==> config.mk <==
export PLATFORM = sky130hd
export DESIGN_NAME = canopen_drive_state_sequencer_core
export DESIGN_NICKNAME = d
export VERILOG_FILES = /design/src/rtl/cdss_pkg.sv /design/src/rtl/canopen_drive_state_sequencer_core.sv /design/src/rtl/cdss_front.sv /design/src/rtl/cdss_queue.sv /design/src/rtl/cdss_back.sv
export VERILOG_INCLUDE_DIRS = /design/src /design/src/rtl
export SDC_FILE = /design/constraint.sdc
export NUM_CORES = 1
export LEC_CHECK = 0
export ABC_AREA = 1
export BUFFER_PORTS_ARGS = -buffer_cell sky130_fd_sc_hd__buf_2
export CAP_MARGIN = 0
export CORE_MARGIN = 8
export CORE_UTILIZATION = 46
export CTS_CLUSTER_DIAMETER = 30
export DETAILED_ROUTE_END_ITERATION = 16
export PLACE_DENSITY = 0.68
export SYNTH_ARGS = -nofsm -noshare
export SYNTH_HDL_FRONTEND = slang
export SYNTH_SLANG_ARGS = --single-unit
==> constraint.sdc <==
create_clock -name clk -period 3 [get_ports clk]
set_input_delay 0.9 -clock clk [delete_from_list [all_inputs] [get_ports clk]]
set_output_delay 0.9 -clock clk [all_outputs]
set_load 0.05 [all_outputs]
==> src/rtl/canopen_drive_state_sequencer_core_defines.svh <==
// Assertion macros shared by the drive state sequencer modules.
`ifndef CANOPEN_DRIVE_STATE_SEQUENCER_CORE_DEFINES_SVH
`define CANOPEN_DRIVE_STATE_SEQUENCER_CORE_DEFINES_SVH

// Same-cycle implication, checked on every clock edge outside reset.
`define CDSS_ASSERT_NOW(label, ante, cons) \
  label: assert property (@(posedge clk) disable iff (rst) (ante) |-> (cons)) \
    else $error("same-cycle implication violated");

// Next-cycle implication, checked on every clock edge outside reset.
`define CDSS_ASSERT_NEXT(label, ante, cons) \
  label: assert property (@(posedge clk) disable iff (rst) (ante) |=> (cons)) \
    else $error("next-cycle implication violated");

`endif

==> src/rtl/cdss_pkg.sv <==
// Shared types, codes and helper functions of the drive state sequencer.
package cdss_pkg;

  typedef enum logic [1:0] {
    OP_SENT  = 2'd0,
    OP_RECV  = 2'd1,
    OP_QUERY = 2'd2,
    OP_FORCE = 2'd3
  } op_t;

  // Configuration register indexes.
  localparam logic [1:0] CFG_NODE_ID_A = 2'd0;
  localparam logic [1:0] CFG_NODE_ID_B = 2'd1;
  localparam logic [1:0] CFG_NODE_ID_C = 2'd2;

  localparam int unsigned SLOT_COUNT = 3;
  localparam logic [6:0] NODE_ID_A_RESET = 7'd2;
  localparam logic [6:0] NODE_ID_B_RESET = 7'd4;
  localparam logic [6:0] NODE_ID_C_RESET = 7'd8;

  localparam logic [10:0] SENT_BASE = 11'h600;
  localparam logic [10:0] RECV_BASE = 11'h580;

  // Object kinds.
  localparam logic [2:0] OBJ_CONTROLWORD = 3'd0;
  localparam logic [2:0] OBJ_STATUSWORD  = 3'd1;
  localparam logic [2:0] OBJ_TARGET_VEL  = 3'd2;
  localparam logic [2:0] OBJ_VELOCITY    = 3'd3;
  localparam logic [2:0] OBJ_CURRENT     = 3'd4;
  localparam logic [2:0] OBJ_POSITION    = 3'd5;

  // Drive state codes.
  localparam logic [4:0] ST_BEFORE_START    = 5'd0;
  localparam logic [4:0] ST_GET_STATUS      = 5'd1;
  localparam logic [4:0] ST_STATUS_SENT     = 5'd2;
  localparam logic [4:0] ST_SW_ON_DISABLED  = 5'd3;
  localparam logic [4:0] ST_SHUTDOWN_SENT   = 5'd4;
  localparam logic [4:0] ST_READY_SW_ON     = 5'd5;
  localparam logic [4:0] ST_SWITCH_ON_SENT  = 5'd6;
  localparam logic [4:0] ST_SWITCHED_ON     = 5'd7;
  localparam logic [4:0] ST_ENABLE_SENT     = 5'd8;
  localparam logic [4:0] ST_OP_ENABLED      = 5'd9;
  localparam logic [4:0] ST_TGT_VEL_SENT    = 5'd10;
  localparam logic [4:0] ST_TGT_VEL_RECV    = 5'd11;
  localparam logic [4:0] ST_CW_VEL_SENT     = 5'd12;
  localparam logic [4:0] ST_CW_VEL_RECV     = 5'd13;
  localparam logic [4:0] ST_VEL_POLL_SENT   = 5'd14;
  localparam logic [4:0] ST_VEL_RECV        = 5'd15;
  localparam logic [4:0] ST_CUR_POLL_SENT   = 5'd16;
  localparam logic [4:0] ST_CUR_RECV        = 5'd17;
  localparam logic [4:0] ST_POS_POLL_SENT   = 5'd18;
  localparam logic [4:0] ST_IDLE            = 5'd19;
  localparam logic [4:0] ST_FAULT           = 5'd20;
  localparam logic [4:0] ST_FAULT_RST_SENT  = 5'd21;
  localparam logic [4:0] ST_FAULT_RST_RECV  = 5'd22;
  localparam logic [4:0] ST_MAX             = ST_FAULT_RST_RECV;

  // Pending message codes.
  localparam logic [3:0] MSG_IDLE        = 4'd0;
  localparam logic [3:0] MSG_CW_SHUTDOWN = 4'd1;
  localparam logic [3:0] MSG_CW_SWITCH   = 4'd2;
  localparam logic [3:0] MSG_CW_ENABLE   = 4'd3;
  localparam logic [3:0] MSG_SW_READ     = 4'd4;
  localparam logic [3:0] MSG_TGT_VEL     = 4'd5;
  localparam logic [3:0] MSG_CW_AFTER    = 4'd6;
  localparam logic [3:0] MSG_VEL_READ    = 4'd7;
  localparam logic [3:0] MSG_CUR_READ    = 4'd8;
  localparam logic [3:0] MSG_POS_READ    = 4'd9;
  localparam logic [3:0] MSG_FAULT_RST   = 4'd10;
  localparam logic [3:0] MSG_MAX         = MSG_FAULT_RST;

  // Masked statusword values.
  localparam logic [15:0] SW_MASK          = 16'h417f;
  localparam logic [15:0] SW_NOT_READY     = 16'h0000;
  localparam logic [15:0] SW_NOT_READY_RMT = 16'h0100;
  localparam logic [15:0] SW_ENABLED_ALT_A = 16'h4123;
  localparam logic [15:0] SW_ENABLED_ALT_B = 16'h4133;
  localparam logic [15:0] SW_DISABLED_VAL  = 16'h0140;
  localparam logic [15:0] SW_READY_VAL     = 16'h0121;
  localparam logic [15:0] SW_SWITCHED_VAL  = 16'h0123;
  localparam logic [15:0] SW_ENABLED_VAL   = 16'h0137;
  localparam logic [15:0] SW_FAULT_VAL     = 16'h0108;
  localparam logic [15:0] SW_QSTOP_VAL     = 16'h0117;
  localparam logic [15:0] SW_REACT_A_VAL   = 16'h010f;
  localparam logic [15:0] SW_REACT_B_VAL   = 16'h011f;

  typedef enum logic [2:0] {
    SWC_RESTART     = 3'd0,
    SWC_DISABLED    = 3'd1,
    SWC_READY       = 3'd2,
    SWC_SWITCHED_ON = 3'd3,
    SWC_ENABLED     = 3'd4,
    SWC_FAULT       = 3'd5,
    SWC_HOLD        = 3'd6,
    SWC_UNKNOWN     = 3'd7
  } sw_class_t;

  // One classified event, as it travels from the front end to the back end.
  typedef struct packed {
    op_t        op;
    logic       known;
    logic [1:0] slot;
    logic [2:0] kind;
    sw_class_t  sw_class;
    logic       force_bad;
    logic [4:0] forced_state;
    logic [3:0] forced_message;
  } evt_t;

  function automatic sw_class_t classify_status(input logic [15:0] sw);
    logic [15:0] masked;
    sw_class_t   cls;
    masked = sw & SW_MASK;
    case (masked)
      SW_NOT_READY, SW_NOT_READY_RMT, SW_ENABLED_ALT_A, SW_ENABLED_ALT_B: cls = SWC_RESTART;
      SW_DISABLED_VAL: cls = SWC_DISABLED;
      SW_READY_VAL:    cls = SWC_READY;
      SW_SWITCHED_VAL: cls = SWC_SWITCHED_ON;
      SW_ENABLED_VAL:  cls = SWC_ENABLED;
      SW_FAULT_VAL:    cls = SWC_FAULT;
      SW_QSTOP_VAL, SW_REACT_A_VAL, SW_REACT_B_VAL: cls = SWC_HOLD;
      default:         cls = SWC_UNKNOWN;
    endcase
    return cls;
  endfunction

  function automatic logic is_waiting(input logic [4:0] s);
    return (s == ST_STATUS_SENT) || (s == ST_SHUTDOWN_SENT) ||
           (s == ST_SWITCH_ON_SENT) || (s == ST_ENABLE_SENT) ||
           (s == ST_TGT_VEL_SENT) || (s == ST_CW_VEL_SENT) ||
           (s == ST_VEL_POLL_SENT) || (s == ST_CUR_POLL_SENT) ||
           (s == ST_POS_POLL_SENT) || (s == ST_FAULT_RST_SENT);
  endfunction

endpackage

==> src/rtl/canopen_drive_state_sequencer_core.sv <==
// Input transfers are written into the queue; a pop then updates the table and the result register.
// Throughput: one item per cycle unless output stalls; a pop reads and updates the slot table.
// The two-entry queue and the result register let the input and output stall independently.
// Reset clears every slot to state 0 with no pending message, and the node ids to 2, 4, 8.
// The slot table is in flip-flops, so no clearing pass follows reset.
module canopen_drive_state_sequencer_core #(
  parameter int NODE_COUNT = 3
) (
  input  logic        clk,
  input  logic        rst,
  input  logic        cfg_valid,
  output logic        cfg_ready,
  input  logic [1:0]  cfg_index,
  input  logic [6:0]  cfg_data,
  input  logic        in_valid,
  output logic        in_ready,
  input  logic [1:0]  op,
  input  logic [10:0] can_id,
  input  logic [2:0]  object_kind,
  input  logic [15:0] status_word,
  input  logic [1:0]  node_select,
  input  logic [4:0]  forced_state,
  input  logic [3:0]  forced_message,
  output logic        out_valid,
  input  logic        out_ready,
  output logic [1:0]  node_index,
  output logic        node_known,
  output logic [4:0]  drive_state,
  output logic [3:0]  next_message,
  output logic        awaiting_reply,
  output logic        event_error
);
  import cdss_pkg::*;

  evt_t front_evt;
  evt_t head;
  logic head_valid;
  logic pop;

  cdss_front #(
    .NODE_COUNT(NODE_COUNT)
  ) u_front (
    .clk            (clk),
    .rst            (rst),
    .cfg_valid      (cfg_valid),
    .cfg_ready      (cfg_ready),
    .cfg_index      (cfg_index),
    .cfg_data       (cfg_data),
    .op             (op),
    .can_id         (can_id),
    .object_kind    (object_kind),
    .status_word    (status_word),
    .node_select    (node_select),
    .forced_state   (forced_state),
    .forced_message (forced_message),
    .evt            (front_evt)
  );

  cdss_queue u_queue (
    .clk        (clk),
    .rst        (rst),
    .push_valid (in_valid),
    .push_ready (in_ready),
    .push_data  (front_evt),
    .head_valid (head_valid),
    .pop        (pop),
    .head       (head)
  );

  cdss_back #(
    .NODE_COUNT(NODE_COUNT)
  ) u_back (
    .clk            (clk),
    .rst            (rst),
    .head_valid     (head_valid),
    .head           (head),
    .pop            (pop),
    .out_valid      (out_valid),
    .out_ready      (out_ready),
    .node_index     (node_index),
    .node_known     (node_known),
    .drive_state    (drive_state),
    .next_message   (next_message),
    .awaiting_reply (awaiting_reply),
    .event_error    (event_error)
  );

endmodule

==> src/rtl/cdss_front.sv <==
// Front end: node id registers, slot resolution and event classification.
module cdss_front #(
  parameter int NODE_COUNT = 3
) (
  input  logic                clk,
  input  logic                rst,
  input  logic                cfg_valid,
  output logic                cfg_ready,
  input  logic [1:0]          cfg_index,
  input  logic [6:0]          cfg_data,
  input  logic [1:0]          op,
  input  logic [10:0]         can_id,
  input  logic [2:0]          object_kind,
  input  logic [15:0]         status_word,
  input  logic [1:0]          node_select,
  input  logic [4:0]          forced_state,
  input  logic [3:0]          forced_message,
  output cdss_pkg::evt_t      evt
);
  import cdss_pkg::*;

  logic [6:0] node_id [SLOT_COUNT];
  logic       sent_found;
  logic [1:0] sent_slot;
  logic       recv_found;
  logic [1:0] recv_slot;
  op_t        op_code;

  assign cfg_ready = 1'b1;

  always_ff @(posedge clk) begin
    if (rst) begin
      node_id[0] <= NODE_ID_A_RESET;
      node_id[1] <= NODE_ID_B_RESET;
      node_id[2] <= NODE_ID_C_RESET;
    end else if (cfg_valid) begin
      case (cfg_index)
        CFG_NODE_ID_A: node_id[0] <= cfg_data;
        CFG_NODE_ID_B: node_id[1] <= cfg_data;
        CFG_NODE_ID_C: node_id[2] <= cfg_data;
        default: ;
      endcase
    end
  end

  // Both bases have their low seven bits clear, so a match is a prefix
  // compare on the upper bits and an equality on the node id bits.
  always_comb begin
    sent_found = 1'b0;
    sent_slot  = 2'd0;
    recv_found = 1'b0;
    recv_slot  = 2'd0;
    for (int k = NODE_COUNT - 1; k >= 0; k--) begin
      if (can_id[10:7] == SENT_BASE[10:7] && can_id[6:0] == node_id[k]) begin
        sent_found = 1'b1;
        sent_slot  = 2'(k);
      end
      if (can_id[10:7] == RECV_BASE[10:7] && can_id[6:0] == node_id[k]) begin
        recv_found = 1'b1;
        recv_slot  = 2'(k);
      end
    end
  end

  always_comb begin
    op_code            = op_t'(op);
    evt.op             = op_code;
    evt.kind           = object_kind;
    evt.sw_class       = classify_status(status_word);
    evt.force_bad      = (forced_state > ST_MAX) || (forced_message > MSG_MAX);
    evt.forced_state   = forced_state;
    evt.forced_message = forced_message;
    case (op_code)
      OP_SENT: begin
        evt.known = sent_found;
        evt.slot  = sent_slot;
      end
      OP_RECV: begin
        evt.known = recv_found;
        evt.slot  = recv_slot;
      end
      default: begin
        evt.known = (node_select < 2'(NODE_COUNT));
        evt.slot  = evt.known ? node_select : 2'd0;
      end
    endcase
  end

endmodule

==> src/rtl/cdss_queue.sv <==
// Two-entry event queue between the front end and the back end.
`include "canopen_drive_state_sequencer_core_defines.svh"

module cdss_queue (
  input  logic           clk,
  input  logic           rst,
  input  logic           push_valid,
  output logic           push_ready,
  input  cdss_pkg::evt_t push_data,
  output logic           head_valid,
  input  logic           pop,
  output cdss_pkg::evt_t head
);
  import cdss_pkg::*;

  localparam int DEPTH = 2;
  localparam int PTR_W = $clog2(DEPTH);
  localparam int CNT_W = $clog2(DEPTH + 1);

  evt_t             entry [DEPTH];
  logic [PTR_W-1:0] wr_ptr;
  logic [PTR_W-1:0] rd_ptr;
  logic [CNT_W-1:0] count;
  logic             push;

  assign push_ready = (count != CNT_W'(DEPTH));
  assign push       = push_valid && push_ready;
  assign head_valid = (count != '0);
  assign head       = entry[rd_ptr];

  always_ff @(posedge clk) begin
    if (push) begin
      entry[wr_ptr] <= push_data;
    end
  end

  always_ff @(posedge clk) begin
    if (rst) begin
      wr_ptr <= '0;
      rd_ptr <= '0;
      count  <= '0;
    end else begin
      if (push) begin
        wr_ptr <= (wr_ptr == PTR_W'(DEPTH - 1)) ? '0 : wr_ptr + 1'b1;
      end
      if (pop) begin
        rd_ptr <= (rd_ptr == PTR_W'(DEPTH - 1)) ? '0 : rd_ptr + 1'b1;
      end
      if (push && !pop) begin
        count <= count + 1'b1;
      end else if (pop && !push) begin
        count <= count - 1'b1;
      end
    end
  end

  `CDSS_ASSERT_NOW(a_count_bound, 1'b1, count <= CNT_W'(DEPTH))
  `CDSS_ASSERT_NOW(a_no_pop_when_empty, pop, count != '0)
  `CDSS_ASSERT_NEXT(a_push_grows, push && !pop, count == $past(count) + 1'b1)

endmodule

==> src/rtl/cdss_back.sv <==
// Back end: per-slot state table update and the registered result stage.
`include "canopen_drive_state_sequencer_core_defines.svh"

module cdss_back #(
  parameter int NODE_COUNT = 3
) (
  input  logic           clk,
  input  logic           rst,
  input  logic           head_valid,
  input  cdss_pkg::evt_t head,
  output logic           pop,
  output logic           out_valid,
  input  logic           out_ready,
  output logic [1:0]     node_index,
  output logic           node_known,
  output logic [4:0]     drive_state,
  output logic [3:0]     next_message,
  output logic           awaiting_reply,
  output logic           event_error
);
  import cdss_pkg::*;

  localparam int SLOT_W = (NODE_COUNT > 1) ? $clog2(NODE_COUNT) : 1;

  logic [4:0]        state_tab [NODE_COUNT];
  logic [3:0]        msg_tab   [NODE_COUNT];
  logic [SLOT_W-1:0] idx;
  logic [4:0]        cur_s;
  logic [3:0]        cur_m;
  logic [4:0]        new_s;
  logic [3:0]        new_m;
  logic              err;

  assign pop   = head_valid && (!out_valid || out_ready);
  assign idx   = head.slot[SLOT_W-1:0];
  assign cur_s = state_tab[idx];
  assign cur_m = msg_tab[idx];

  always_comb begin
    new_s = cur_s;
    new_m = cur_m;
    err   = 1'b0;
    case (head.op)
      OP_SENT: begin
        // Any sent frame for a known node consumes the pending message, even a rejected one.
        new_m = MSG_IDLE;
        err   = 1'b1;
        case (head.kind)
          OBJ_CONTROLWORD: begin
            case (cur_s)
              ST_SW_ON_DISABLED: begin new_s = ST_SHUTDOWN_SENT;  err = 1'b0; end
              ST_READY_SW_ON:    begin new_s = ST_SWITCH_ON_SENT; err = 1'b0; end
              ST_SWITCHED_ON:    begin new_s = ST_ENABLE_SENT;    err = 1'b0; end
              ST_TGT_VEL_RECV:   begin new_s = ST_CW_VEL_SENT;    err = 1'b0; end
              ST_FAULT:          begin new_s = ST_FAULT_RST_SENT; err = 1'b0; end
              default: ;
            endcase
          end
          OBJ_STATUSWORD: begin
            if (cur_s == ST_GET_STATUS) begin new_s = ST_STATUS_SENT; err = 1'b0; end
          end
          OBJ_TARGET_VEL: begin
            if (cur_s == ST_OP_ENABLED) begin new_s = ST_TGT_VEL_SENT; err = 1'b0; end
          end
          OBJ_VELOCITY: begin
            if (cur_s == ST_CW_VEL_RECV) begin new_s = ST_VEL_POLL_SENT; err = 1'b0; end
          end
          OBJ_CURRENT: begin
            if (cur_s == ST_VEL_RECV) begin new_s = ST_CUR_POLL_SENT; err = 1'b0; end
          end
          OBJ_POSITION: begin
            if (cur_s == ST_CUR_RECV) begin new_s = ST_POS_POLL_SENT; err = 1'b0; end
          end
          default: ;
        endcase
      end
      OP_RECV: begin
        err = 1'b1;
        case (head.kind)
          OBJ_CONTROLWORD: begin
            if (cur_s == ST_SHUTDOWN_SENT || cur_s == ST_SWITCH_ON_SENT ||
                cur_s == ST_ENABLE_SENT || cur_s == ST_FAULT_RST_SENT) begin
              new_s = ST_GET_STATUS;
              new_m = MSG_SW_READ;
              err   = 1'b0;
            end else if (cur_s == ST_CW_VEL_SENT) begin
              new_s = ST_CW_VEL_RECV;
              new_m = MSG_VEL_READ;
              err   = 1'b0;
            end
          end
          OBJ_STATUSWORD: begin
            if (cur_s == ST_STATUS_SENT) begin
              err = 1'b0;
              case (head.sw_class)
                SWC_RESTART:     begin new_s = ST_GET_STATUS;     new_m = MSG_SW_READ;     end
                SWC_DISABLED:    begin new_s = ST_SW_ON_DISABLED; new_m = MSG_CW_SHUTDOWN; end
                SWC_READY:       begin new_s = ST_READY_SW_ON;    new_m = MSG_CW_SWITCH;   end
                SWC_SWITCHED_ON: begin new_s = ST_SWITCHED_ON;    new_m = MSG_CW_ENABLE;   end
                SWC_ENABLED:     begin new_s = ST_OP_ENABLED;     new_m = MSG_TGT_VEL;     end
                SWC_FAULT:       begin new_s = ST_FAULT;          new_m = MSG_FAULT_RST;   end
                SWC_HOLD:        ;
                default:         err = 1'b1;
              endcase
            end
          end
          OBJ_TARGET_VEL: begin
            if (cur_s == ST_TGT_VEL_SENT) begin
              new_s = ST_TGT_VEL_RECV; new_m = MSG_CW_AFTER; err = 1'b0;
            end
          end
          OBJ_VELOCITY: begin
            if (cur_s == ST_VEL_POLL_SENT) begin
              new_s = ST_VEL_RECV; new_m = MSG_CUR_READ; err = 1'b0;
            end
          end
          OBJ_CURRENT: begin
            if (cur_s == ST_CUR_POLL_SENT) begin
              new_s = ST_CUR_RECV; new_m = MSG_POS_READ; err = 1'b0;
            end
          end
          OBJ_POSITION: begin
            if (cur_s == ST_POS_POLL_SENT) begin
              new_s = ST_GET_STATUS; new_m = MSG_SW_READ; err = 1'b0;
            end
          end
          default: ;
        endcase
      end
      OP_FORCE: begin
        if (head.force_bad) begin
          err = 1'b1;
        end else begin
          new_s = head.forced_state;
          new_m = head.forced_message;
        end
      end
      default: ;
    endcase
    if (!head.known) begin
      err = 1'b1;
    end
  end

  always_ff @(posedge clk) begin
    if (rst) begin
      for (int k = 0; k < NODE_COUNT; k++) begin
        state_tab[k] <= ST_BEFORE_START;
        msg_tab[k]   <= MSG_IDLE;
      end
    end else if (pop && head.known) begin
      state_tab[idx] <= new_s;
      msg_tab[idx]   <= new_m;
    end
  end

  always_ff @(posedge clk) begin
    if (rst) begin
      out_valid <= 1'b0;
    end else if (pop) begin
      out_valid <= 1'b1;
    end else if (out_ready) begin
      out_valid <= 1'b0;
    end
  end

  always_ff @(posedge clk) begin
    if (pop) begin
      node_index     <= head.known ? head.slot : 2'd0;
      node_known     <= head.known;
      drive_state    <= head.known ? new_s : ST_BEFORE_START;
      next_message   <= head.known ? new_m : MSG_IDLE;
      awaiting_reply <= head.known && is_waiting(new_s);
      event_error    <= err;
    end
  end

  `CDSS_ASSERT_NOW(a_unknown_is_zero, out_valid && !node_known,
                   event_error && drive_state == ST_BEFORE_START && next_message == MSG_IDLE)
  `CDSS_ASSERT_NOW(a_wait_flag_match, out_valid, awaiting_reply == is_waiting(drive_state))
  `CDSS_ASSERT_NEXT(a_pop_loads_result, pop, out_valid)

endmodule
==> flow_metrics.env, run 1 <==
export IMPL_synthesis_area_um2=6720
export IMPL_p_per_area_nw_per_um2=1130
export IMPL_setup_viol=0
export IMPL_startpoint_type="register"
export IMPL_start_util_pct=46.6
export IMPL_synth_edff_count=113
export IMPL_crit_path_end_kind="register"
export IMPL_die_area_um2=18700
export IMPL_hpwlAfterDp_um=12900
export IMPL_path_depth=21
export IMPL_final_util_pct=57.1
export IMPL_yosysMostFrequentCell="nand2_1"
export IMPL_path_cells="buf_4 -> nand2_4 -> nand2_8 -> nand2_1 -> nand2_1 -> nand2_1 -> nand2_2 -> inv_4 -> buf_12 -> nor2_4 -> nand3_1 -> nand2_1 -> nor2_1 -> a21oi_1 -> a21oi_1 -> o21ai_1 -> o211ai_1 -> nand2_1 -> nor2_2 -> buf_4 -> nor2_1"
export IMPL_avgSynthCellArea_um2=8.46
export IMPL_r2r_cells=21
export IMPL_tightest_slew_ps=508
export IMPL_nets=972
export IMPL_viasPerCell=5.20
export IMPL_skew_ps=10.3
export IMPL_cts_tree="yes"
export IMPL_finalCriticalPeriod_ps=2770
export IMPL_crit_required_ps=3160
export IMPL_yosys_top_cells_area="edfxtp_1 (51%), nand2_1 (11%), inv_1 (5.6%)"
export IMPL_nFillCells=1288
export IMPL_syn_to_final_growth_pct=22.5
export IMPL_io_pins=74
export IMPL_status="finished, final reports clean"
export IMPL_dp_cells=1075
export IMPL_num_rows=44
export IMPL_core_area_um2=14400
export IMPL_num_antenna_cells=0
export IMPL_dieHeight_um=137
export IMPL_synth_fp_nets=852
export IMPL_die_w_um=137
export IMPL_vias=5775
export IMPL_grt_pass1_vias=5649
export IMPL_final_instance_count_excl_fill=1111
export IMPL_timing_final_crit_share_pct=92.4
export IMPL_cp_max_fo=14
export IMPL_fin_ws_ps=227
export IMPL_grt_max_degree=23
export IMPL_synth_flop_cell="edfxtp_1"
export IMPL_numCtsBuffers=17
export IMPL_yosys_warnings=0
export IMPL_drv_cap=0
export IMPL_setup_tns_ps=0
export IMPL_synth_top_cell_area_share_pct=50.5
export IMPL_ir_drop_mv=0.682
export IMPL_cts_buffer_depth=2
export IMPL_path_common_cell="nand2_1"
export IMPL_hold_ws_ps=463
export IMPL_placed_cell_area_um2=7550
export IMPL_slew_viol_final=0
export IMPL_syn_inst=794
export IMPL_total_power_mw=9.31
export IMPL_clk_latency_ps=420
export IMPL_drt_iter0_drc=411
export IMPL_slowest_stage="edfxtp_1"
export IMPL_grtUsageTotal_pct=18.7
export IMPL_yosys_cell_types_count=51
export IMPL_synthTopCellsByCount="nand2_1 (198), edfxtp_1 (113), inv_1 (101), nor2_1 (95), nand3_1 (59)"
export IMPL_synth_seq_cells=119
export IMPL_ant_nets=0
export IMPL_hold_depth=1
export IMPL_max_stage_delay_ps=390
export IMPL_io_buffers=65
export IMPL_crit_type="reg -> reg"
export IMPL_grt_remaining_overflow=0
export IMPL_ys_seq_area_share_pct=52.3
export IMPL_power_leakage_nw=3.69
export IMPL_drive_above_1_share_pct=22.3
export IMPL_htree_levels=4
export IMPL_drc=0
export IMPL_routed_wl_um=16900
export IMPL_cts_root_buf="clkbuf_16"
export IMPL_holdCritPathClass="reg -> reg"
export IMPL_async_flop_share_pct=0
export IMPL_antenna_found_initial=0
export IMPL_place_gp_congestion=0.942
export IMPL_first_pass_iters=5
export IMPL_worst_path_buf_inv=4
export IMPL_crit_family="simple AND/OR/NAND/NOR gates"
export IMPL_synth_top_area_cell="edfxtp_1"
export IMPL_hold_viol=0
export IMPL_cts_sinks=119
export IMPL_max_freq_mhz=361
export IMPL_path_clk_slew_ps=50
export IMPL_grt_pass1_wl_um=27300
export IMPL_cp_arrival_ps=2940
export IMPL_final_area_um2=8230
export IMPL_relSlewSlack_pct=65.7
export IMPL_place_ws_ps=-14.8
export IMPL_wl_per_cell_um=15.3
-- layer usage --
metal	part of all wire [%]	wire length (µm)	track usage, %	up-vias
met1	44	7520	23.4	2670
li1	-	-	-	2893
met4	2.6	441	8.33	0
met3	5.3	897	3.71	35
met5	0	0	0	-
met2	48	8090	30.8	177
-- worst register-to-register path, stage by stage (launching register included) --
cell and delay [ps]:
edfxtp_1 390, buf_4 160, nand2_4 110, nand2_8 100, nand2_1 90, nand2_1 50
nand2_1 60, nand2_2 100, inv_4 100, buf_12 110, nor2_4 50, nand3_1 140
nand2_1 90, nor2_1 110, a21oi_1 100, a21oi_1 180, o21ai_1 110, o211ai_1 90
nand2_1 100, nor2_2 100, buf_4 150, nor2_1 50
-- worst paths after layout --
kind	startpoint	endpoint	slack, ps
max	u_queue.entry[0][16]$_DFFE_PP_	u_back.next_message[2]$_SDFFCE_PN0P_	230
min	u_queue.rd_ptr$_SDFFE_PP0P_	register	460
max reg2reg	u_queue.entry[0][16]$_DFFE_PP_	u_back.next_message[2]$_SDFFCE_PN0P_	230
min reg2reg	u_queue.rd_ptr$_SDFFE_PP0P_	register	460
-- logic make-up (layout without fill, tap and decap cells) --
group / after synthesis / in the layout / share of synthesized area [%]
AO/OA/AOI/OAI: 109 / 109 / 9.46
other: 1 / 1 / 0.0558
AND/OR/NAND/NOR: 415 / 415 / 27.5
adder cells (fa/ha/maj): 1 / 1 / 0.186
flip-flops: 119 / 119 / 52.3
buffers and inverters: 128 / 261 / 7.73
XOR/XNOR: 21 / 21 / 2.74
-- layout by cell type, fill, tap and decap left out, types with 2 or more instances in the layout --
master        n
nor2_2        8
o211ai_1      7
inv_1       101
a21oi_1      26
nand3b_1      3
nand3_2       3
clkinv_2      2
nand4_1       9
clkinv_1      3
edfxtp_1    113
or2_0         2
bufinv_16     3
or2_2         7
clkinv_4      5
dfxtp_1       5
o2111ai_1     2
clkinvlp_4    3
xnor2_1      11
nand2_1     194
xor2_1       10
a31oi_1       6
nor2_4        5
a22oi_1       3
nor3_1        7
clkbuf_16    17
nand2_4       7
o21ai_0      35
buf_4        48
buf_2        65
nor2_1       91
nand2_2      11
o21ai_1      15
nor4_1        4
o21ai_2       3
nand3_1      59
inv_2        11
-- sequential cells by signal, summed over array words and instances (netlist names), named ones only --
signal	count
u_back.awaiting_reply	1
u_back.drive_state	5
u_back.event_error	1
u_back.msg_tab	16
u_back.next_message	4
u_back.node_index	2
u_back.node_known	1
u_back.out_valid	1
u_back.state_tab	20
u_front.node_id	21
u_queue.count	2
u_queue.entry	42
u_queue.rd_ptr	1
u_queue.wr_ptr	1
-- timing repair --
| item | 4_1_cts | 5_1_grt |
|---|---|---|
| buffers inserted | 0 | 4 |
| pin swaps | 0 | 6 |
| hold endpoints to repair | 0 | 0 |
| hold buffers | 0 | 0 |
| endpoints found under the setup margin | 8 | 33 |
| resized for setup | 1 | 16 |
-- area by class of cell --
| type | instances | area, µm² | share of cell area (%) |
|---|---|---|---|
| Clock buffer | 17 | 425 | 5.17 |
| Clock inverter | 15 | 179 | 2.17 |
| Inverter | 115 | 434 | 5.28 |
| Multi-Input combinational cell | 547 | 2740 | 33.3 |
| Sequential cell | 119 | 3510 | 42.7 |
| Tap cell | 184 | 230 | 2.80 |
| Timing Repair Buffer | 114 | 706 | 8.57 |
-- power breakdown --
group | leakage (nW) | internal (mW) | switching [mW]
sequential | 1.13 | 2.26 | 0.0943
combinational | 2.27 | 1.59 | 3.33
clock | 0.287 | 1.31 | 0.730
total | 3.69 | 5.15 | 4.16
Note: power is estimated with default switching activity, not from simulation.
==> run 2: changes to the inputs <==
- PLACE_DENSITY: 0.68 -> 0.8
==> run 2 against run 1 <==
  * Sequential cell count did not move
  * Sequential power about the same
  * Clock power rose by 4%
  * Clock-buffer cell count rose by 1
  * Global-route usage rose by 0.41 points
  * Highest routed layer unchanged
  * Final cell count decreased by 0.72%
  * Worst hold slack worse by 12 ps
  * Critical endpoint is now u_back.awaiting_reply$_DFFE_PP_
  * Via count is 1.8% higher
==> flow_metrics.env, run 2 (synthesized netlist as in run 1, its figures left out) <==
export IMPL_status="finished, final reports clean"
export IMPL_grt_pass1_wl_um=28100
export IMPL_die_area_um2=18700
export IMPL_die_w_um=137
export IMPL_io_pins=74
export IMPL_io_buffers=65
export IMPL_finalCriticalPeriod_ps=2830
export IMPL_cts_root_buf="clkbuf_16"
export IMPL_skew_ps=9.33
export IMPL_crit_required_ps=3170
export IMPL_dieHeight_um=137
export IMPL_ir_drop_mv=0.842
export IMPL_first_pass_iters=6
export IMPL_ant_nets=0
export IMPL_regArea_um2=3520
export IMPL_cts_sinks=119
export IMPL_top_regs="u_queue.entry: 42 flops, u_front.node_id: 21 flops, u_back.state_tab: 20 flops"
export IMPL_regMostFlops="u_queue.entry"
export IMPL_relSlewSlack_pct=61.3
export IMPL_antenna_found_initial=0
export IMPL_start_util_pct=46.6
export IMPL_vias=5880
export IMPL_drive_above_1_share_pct=21.5
export IMPL_num_rows=44
export IMPL_hold_viol=0
export IMPL_clk_latency_ps=420
export IMPL_cts_tree="yes"
export IMPL_startpoint_type="register"
export IMPL_multi_input_area_um2=2740
export IMPL_drc=0
export IMPL_grtUsageTotal_pct=19.1
export IMPL_grt_pass1_vias=5673
export IMPL_setup_viol=0
export IMPL_final_common_cell="nand2_1"
export IMPL_crit_type="reg -> reg"
export IMPL_drv_cap=0
export IMPL_routed_wl_um=17400
export IMPL_path_clk_slew_ps=60
export IMPL_viasPerCell=5.33
export IMPL_wl_per_cell_um=15.8
export IMPL_grt_max_degree=23
export IMPL_timing_final_crit_share_pct=94.4
export IMPL_max_freq_mhz=353
export IMPL_core_area_um2=14400
export IMPL_cp_arrival_ps=3000
export IMPL_setup_tns_ps=0
export IMPL_cts_buffer_depth=2
export IMPL_cp_max_fo=16
export IMPL_power_leakage_nw=3.66
export IMPL_slew_viol_final=0
export IMPL_hpwlAfterDp_um=12500
export IMPL_tightest_slew_ps=579
export IMPL_holdCritPathClass="reg -> reg"
export IMPL_nets=964
export IMPL_total_power_mw=9.26
export IMPL_syn_to_final_growth_pct=21.6
export IMPL_htree_levels=4
export IMPL_drt_iter0_drc=491
export IMPL_nFillCells=1250
export IMPL_rrSetupSlack_ps=170
export IMPL_numCtsBuffers=17
export IMPL_crit_path_end_kind="register"
export IMPL_grt_remaining_overflow=0
export IMPL_num_antenna_cells=0
export IMPL_p_per_area_nw_per_um2=1130
export IMPL_final_cell_mix="nand2_1 (193), edfxtp_1 (113), inv_1 (100)"
export IMPL_place_gp_congestion=0.941
export IMPL_largest_reg_flops=42
run 2: cell types whose count changed in the layout (fill, tap and decap cells not counted), moves of 2 or more:
cell,delta
clkinv_2,-2
inv_2,+2
nor2_2,-3
inv_6,+3
inv_8,+2
nor2_1,+2
nand2_2,+2
o21ai_2,-2
buf_4,-8
o21ai_0,+3
clkinv_4,-2
run 2: worst max-delay path, stage by stage (launching register included):
cell and delay, ps:
dfxtp_4 380, inv_2 60, buf_4 140, nand2_4 100
nand2_8 100, nand2_1 80, nand2_1 50, nand2_1 60
nand2_2 80, buf_4 160, nor2_1 190, nand3_1 90
nand2_1 130, nand3_1 90, o21ai_1 260, nand2_1 80
nand2_1 90, inv_2 50, nor2_4 110, nand2_1 60
a21oi_1 120, nor2_1 80
run 2: final timing paths:
| kind | start | to | cells after the start |
|---|---|---|---|
| setup / recovery | register | u_back.awaiting_reply$_DFFE_PP_ | 21 |
| hold / removal | u_queue.rd_ptr$_SDFFE_PP0P_ | register | 1 |
| hold reg to reg | u_queue.rd_ptr$_SDFFE_PP0P_ | register | 1 |
| setup reg to reg | register | u_back.awaiting_reply$_DFFE_PP_ | 21 |
run 2: layout make-up:
type	count	share of cell area, %
inverter	115	5.28
clock buffer	18	5.25
sequential	119	43.1
multi-input combinational	547	33.5
tap	184	2.82
clock inverter	14	2.31
timing repair buffer	106	7.80
run 2: where the power goes:
group	internal, mW	switching, mW	total [mW]
combinational	1.48	3.30	4.78
sequential	2.26	0.0911	2.35
clock	1.33	0.796	2.13
total	5.08	4.19	9.26
run 2: routing by layer:
layer / vias up / wire [µm] / global-route usage [%]
met4: 0 / 448 / 6.82
met5: - / 0 / 0
met3: 37 / 1270 / 4.26
met1: 2709 / 7130 / 23.7
li1: 2875 / - / -
met2: 259 / 8530 / 32.3
run 2: through the flow:
stage | hold WS (ps) | setup WS (ps) | cell area, µm² | utilization, % | std cells
floorplan | 426 | 304 | 6720 | - | 794
global placement | 436 | 105 | 7500 | 52.0 | 1071
detailed placement | 446 | 79.9 | 7500 | 52.0 | 1071
CTS | 460 | 63.5 | 8120 | 56.3 | 1103
global route | 491 | -33.1 | 8170 | 56.6 | 1103
finish | 451 | 168 | 8170 | 56.6 | 1103
run 2: repair_timing:
item	in CTS	in global routing
endpoints found under the setup margin	0	33
setup buffers	0	0
gates resized for setup	0	15
hold buffers	0	0
